[config.mk]
export PLATFORM = sky130hd
export DESIGN_NAME = vtu_merge
export DESIGN_NICKNAME = d
export VERILOG_FILES = /design/src/rtl/core/vtu_pkg.sv /design/src/rtl/core/vtu_merge.sv
export VERILOG_INCLUDE_DIRS = /design/src /design/src/rtl/core
export SDC_FILE = /design/constraint.sdc
export NUM_CORES = 1
export LEC_CHECK = 0
export ABC_AREA = 0
export BUFFER_PORTS_ARGS = -buffer_cell sky130_fd_sc_hd__buf_2
export CAP_MARGIN = 20
export CORE_AREA = 2 2 300 302
export DETAILED_ROUTE_END_ITERATION = 6
export DIE_AREA = 0 0 302 304
export PLACE_DENSITY = 0.38
export SETUP_SLACK_MARGIN = 0.02
export SYNTH_ARGS = -nofsm -noshare
export SYNTH_HDL_FRONTEND = slang
export SYNTH_SLANG_ARGS = --single-unit
[constraint.sdc]
create_clock -name clk -period 5.4 [get_ports clk]
set_input_delay 1.08 -clock clk [delete_from_list [all_inputs] [get_ports clk]]
set_output_delay 1.08 -clock clk [all_outputs]
set_load 0.05 [all_outputs]
[src/rtl/core/assert_macros.svh]
// Assertion helpers shared by the core
`ifndef ASSERT_MACROS_SVH
`define ASSERT_MACROS_SVH

`define CHECK_IMPL(label, ck, rs, ante, cons) \
  label: assert property (@(posedge ck) disable iff (rs) (ante) |-> (cons)) \
    else $error("assertion failed");

`define CHECK_NEXT(label, ck, rs, ante, cons) \
  label: assert property (@(posedge ck) disable iff (rs) (ante) |=> (cons)) \
    else $error("assertion failed");

`define CHECK_DELAY(label, ck, rs, ante, n, cons) \
  label: assert property (@(posedge ck) disable iff (rs) (ante) |-> ##n (cons)) \
    else $error("assertion failed");

`endif

[src/rtl/core/vtu_pkg.sv]
package vtu_pkg;

  localparam int AXES       = 3;
  localparam int TIME_W     = 31;
  localparam int RED_W      = 18;
  localparam int CFG_W      = 31;
  localparam int IDX_W      = 1;
  localparam int LANE_FRONT = 6;
  localparam int DIV_EXTRA  = 3;

  localparam logic [TIME_W-1:0] TIME_RESET = 31'd66;
  localparam logic [RED_W-1:0]  RED_RESET  = 18'd65536;

  typedef enum logic {
    CMD_PREDICT = 1'b0,
    CMD_CORRECT = 1'b1
  } cmd_t;

  typedef enum logic [IDX_W-1:0] {
    REG_TIME_STEP = 1'b0,
    REG_FORCE_RED = 1'b1
  } reg_idx_t;

  typedef struct packed {
    logic            valid;
    cmd_t            cmd;
    logic [AXES-1:0] fixed;
    logic            mass_zero;
  } ctrl_t;

  function automatic int max2(input int a, input int b);
    return (a > b) ? a : b;
  endfunction

endpackage

[src/rtl/core/vtu_merge.sv]
`include "assert_macros.svh"

module vtu_merge
  import vtu_pkg::*;
#(
  parameter int W = 32
) (
  input  logic                      clk,
  input  logic                      rst,
  input  ctrl_t                     ctrl,
  input  logic [AXES-1:0][W-1:0]    kick,
  input  logic [AXES-1:0][W-1:0]    dstep,
  input  logic [AXES-1:0][W-1:0]    fstep,
  input  logic [AXES-1:0][W-1:0]    vel,
  input  logic [AXES-1:0][W-1:0]    disp,
  output logic                      done,
  output logic                      mass_error,
  output logic [AXES-1:0][W-1:0]    new_vel,
  output logic [AXES-1:0][W-1:0]    new_disp,
  output logic [AXES-1:0][W-1:0]    step
);

  localparam logic [W-1:0] SAT_MAX = {1'b0, {(W-1){1'b1}}};
  localparam logic [W-1:0] SAT_MIN = {1'b1, {(W-1){1'b0}}};

  logic [AXES-1:0][W-1:0] nv_next, nx_next, st_next;

  always_comb begin
    logic       moving;
    logic [W:0] sum;
    moving = (ctrl.cmd == CMD_PREDICT) && !ctrl.mass_zero;
    for (int k = 0; k < AXES; k++) begin
      nv_next[k] = (!ctrl.fixed[k] && !ctrl.mass_zero) ? kick[k] : vel[k];
      st_next[k] = !moving ? '0 : (ctrl.fixed[k] ? fstep[k] : dstep[k]);
      sum        = {disp[k][W-1], disp[k]} + {st_next[k][W-1], st_next[k]};
      if (sum[W] != sum[W-1]) begin
        nx_next[k] = sum[W] ? SAT_MIN : SAT_MAX;
      end else begin
        nx_next[k] = sum[W-1:0];
      end
    end
  end

  always_ff @(posedge clk) begin
    if (rst) begin
      done <= 1'b0;
    end else begin
      done <= ctrl.valid;
    end
  end

  always_ff @(posedge clk) begin
    mass_error <= ctrl.mass_zero;
    new_vel    <= nv_next;
    new_disp   <= nx_next;
    step       <= st_next;
  end

  `CHECK_NEXT(a_no_step, clk, rst, ctrl.valid && (ctrl.cmd == CMD_CORRECT || ctrl.mass_zero), step == '0)
  `CHECK_NEXT(a_err_flag, clk, rst, ctrl.valid, done && (mass_error == $past(ctrl.mass_zero)))

endmodule

==> impl_metrics.py <==
metrics = {
    "grt": {
        "grt_pass1_vias": 14757,
        "grt_start_max_net_pins": 33,
        "antenna_found_initial": 31,
        "grt_pass1_wl_microns": 99690,
        "top_usage_layer": "met2",
        "met1_usage_pct": 17.41,
        "grt_usage_pct": 14.79,
        "met2_usage_pct": 25.10,
        "grt.overflow.total": 0,
        "met3_usage_pct": 4.205,
    },
    "clock_network": {
        "clock-sinks": 290,
        "htree_levels": 2,
        "ctsResizeCount": 0,
        "clk_pin_slew_ps": 60,
        "cts_tree": "built",
        "ctsHoldBuffers": 0,
        "clockBufferDepth": 3,
        "postCtsSetupBuffers": 0,
        "clockRootBuffer": "clkbuf_16",
        "cts_buffers": 40,
    },
    "logic_synthesis": {
        "syn-num-nets": 2068,
        "yosysSeqAreaShare_pct": 39.99,
        "synth_cells": 1481,
        "synth.cell_area_sq_mm": 0.01452,
        "synth_top_area_share_pct": 39.99,
        "synthTopCellsByArea": "dfxtp_1 (40%), ha_1 (8.3%), mux2_2 (7.8%)",
        "ys.flop_type": "dfxtp_1",
        "synth_area_leader_cell": "dfxtp_1",
        "synth-edff-count": 0,
        "avgSynthCellArea_sq_um": 9.803,
        "async_flop_share_pct": 0,
        "ys_ff_latch": 290,
        "synth_cell_type_count": 85,
        "yosysWarnings": 0,
    },
    "placed_design": {
        "place_hpwl_microns": 60510,
        "gp_congestion": 0.9306,
        "port_buffers": 777,
        "dp_cells": 3394,
        "pre_cts_slack_ps": 282.6,
    },
    "route": {
        "routed_wl_microns": 71360,
        "wire_per_inst_microns": 20.49,
        "first_pass_iters": 5,
        "vias": 14268,
        "final_antenna_net_count": 0,
        "dr.first_iter.drc_count": 650,
        "drc_errors": 0,
        "viasPerCell": 4.098,
    },
    "floorplanning": {
        "die_h_microns": 304,
        "pin_count": 778,
        "row_count": 110,
        "core_area_sq_mm": 0.08905,
        "die_w_microns": 302,
        "dieArea_sq_mm": 0.09181,
        "start_util_pct": 16.30,
    },
    "pwr": {
        "p_total_mw": 7.475,
        "power_density_mw_per_mm2": 352.5,
        "power.leakage_nw": 10.31,
        "peakVddDrop_mv": 0.2152,
    },
    "sta": {
        "slew_headroom_pct": 30.80,
        "fin_crit_ps": 4505,
        "tns_ps": 0,
        "whs_ps": 694.7,
        "drv_slew": 0,
        "setup_viol": 0,
        "rsz0062_at_grt": "false",
        "fin_crit_sh_pct": 83.43,
        "max_freq_mhz": 222.0,
        "hold_violations": 0,
        "finalWorstSetupSlack_ps": 895.0,
        "tightest_slew_ps": 1035,
    },
    "critical_path": {
        "crit_path_start": "ctrl[0]",
        "required_ps": 5810,
        "start_kind": "primary input",
        "crit_fanout": 22,
        "cp-endpoint": "new_disp[79]",
        "worstSetupEndpointType": "flip-flop",
        "path_class": "primary input to flip-flop",
        "crit_arrival_ps": 4920,
    },
    "status": {
        "outcome": "finished clean",
    },
    "finish": {
        "final_cell_mix": "buf_2 (777), dfxtp_1 (290), nor2_1 (146), a21oi_1 (110), mux2_2 (100)",
        "regArea_sq_mm": 0.005806,
        "final_common_cell": "buf_2",
        "area_growth_pct": 46.08,
        "final_cell_count_no_fill": 3482,
        "nets": 2849,
        "nFillCells": 9826,
        "multi_input_area_sq_mm": 0.008294,
        "drive_gt1_share_pct": 44.32,
    },
    "hold_path": {
        "worstHoldPathType": "primary input to flip-flop",
        "hold_path.startpoint": "rst",
    },
    "job": {
        "cap_violations": 0,
    },
}
==> how the worst min path moves through the flow <==
stage	endpoint	slack, ps	cells past startpoint
floorplan	mass_error	1110	0
global placement	done	1240	2
detailed placement	done	1250	2
CTS	done	640	2
global route	done	650	2
finish	done	690	2
==> worst max-delay path, stage by stage <==
cell     delay [ps]
buf_2           170
or2_4           410
buf_4           280
nor2_1          350
ha_1            350
or4_1           520
o211a_1         160
nand3_2         110
a21oi_4         100
a21oi_4         220
o31a_1          430
nand2_1         150
o22ai_2         150
buf_4           290
o31ai_1         110
==> cell usage after synthesis, drive strengths merged, types with 26 or more instances <==
cell    instances
dfxtp         290
nor2          149
a21oi         124
mux2          100
ha             96
mux2i          93
nand2          78
o21ai          64
a21o           58
xnor2          44
clkbuf         43
xor2           37
o21a           34
inv            26
==> power breakdown <==
part / internal (mW) / total [mW] / switching (mW) / leakage (nW)
clock: 1.66 / 2.71 / 1.05 / 0.657
sequential: 2.39 / 2.48 / 0.0930 / 2.43
combinational: 0.680 / 2.29 / 1.61 / 7.23
total: 4.72 / 7.48 / 2.75 / 10.3
==> state kept, by name, indices dropped and copies added, names as in the netlist <==
name        count
new_disp       96
new_vel        96
step           96
done            1
mass_error      1
==> cell families (layout without fill, tap and decap cells) <==
logic type | after synthesis | in the layout | synth area share, %
XOR/XNOR | 81 | 81 | 5.016
buffers and inverters | 92 | 901 | 3.059
other | 0 | 16 | 0
multiplexers | 193 | 193 | 14.17
adder cells (fa/ha/maj) | 103 | 103 | 8.962
AO/OA/AOI/OAI | 389 | 389 | 18.40
flip-flops | 290 | 290 | 39.99
AND/OR/NAND/NOR | 333 | 333 | 10.41
==> layout make-up <==
| cell class | instances | share of cell area (%) |
|---|---|---|
| timing repair buffer | 805 | 19.62 |
| inverter | 26 | 0.4601 |
| multi-input combinational | 1099 | 39.11 |
| antenna | 16 | 0.1888 |
| clock inverter | 14 | 0.7787 |
| tap | 1176 | 6.938 |
| sequential | 290 | 27.37 |
| clock buffer | 56 | 5.534 |
==> per-layer routing <==
layer  vias up  wire [microns]
li1       6908               -
met1      6687           29090
met2       558           34250
met3        99            5730
met4        16            2184
met5         -             107
==> stage by stage <==
stage / instance area [sq um] / utilization [%]
2_1_floorplan: 14520 / -
3_3_place_gp: 19790 / 22.22
3_5_place_dp: 19790 / 22.22
4_1_cts: 21130 / 23.73
5_1_grt: 21190 / 23.80
6_report: 21210 / 23.82
(Power assumes the default switching activity.)
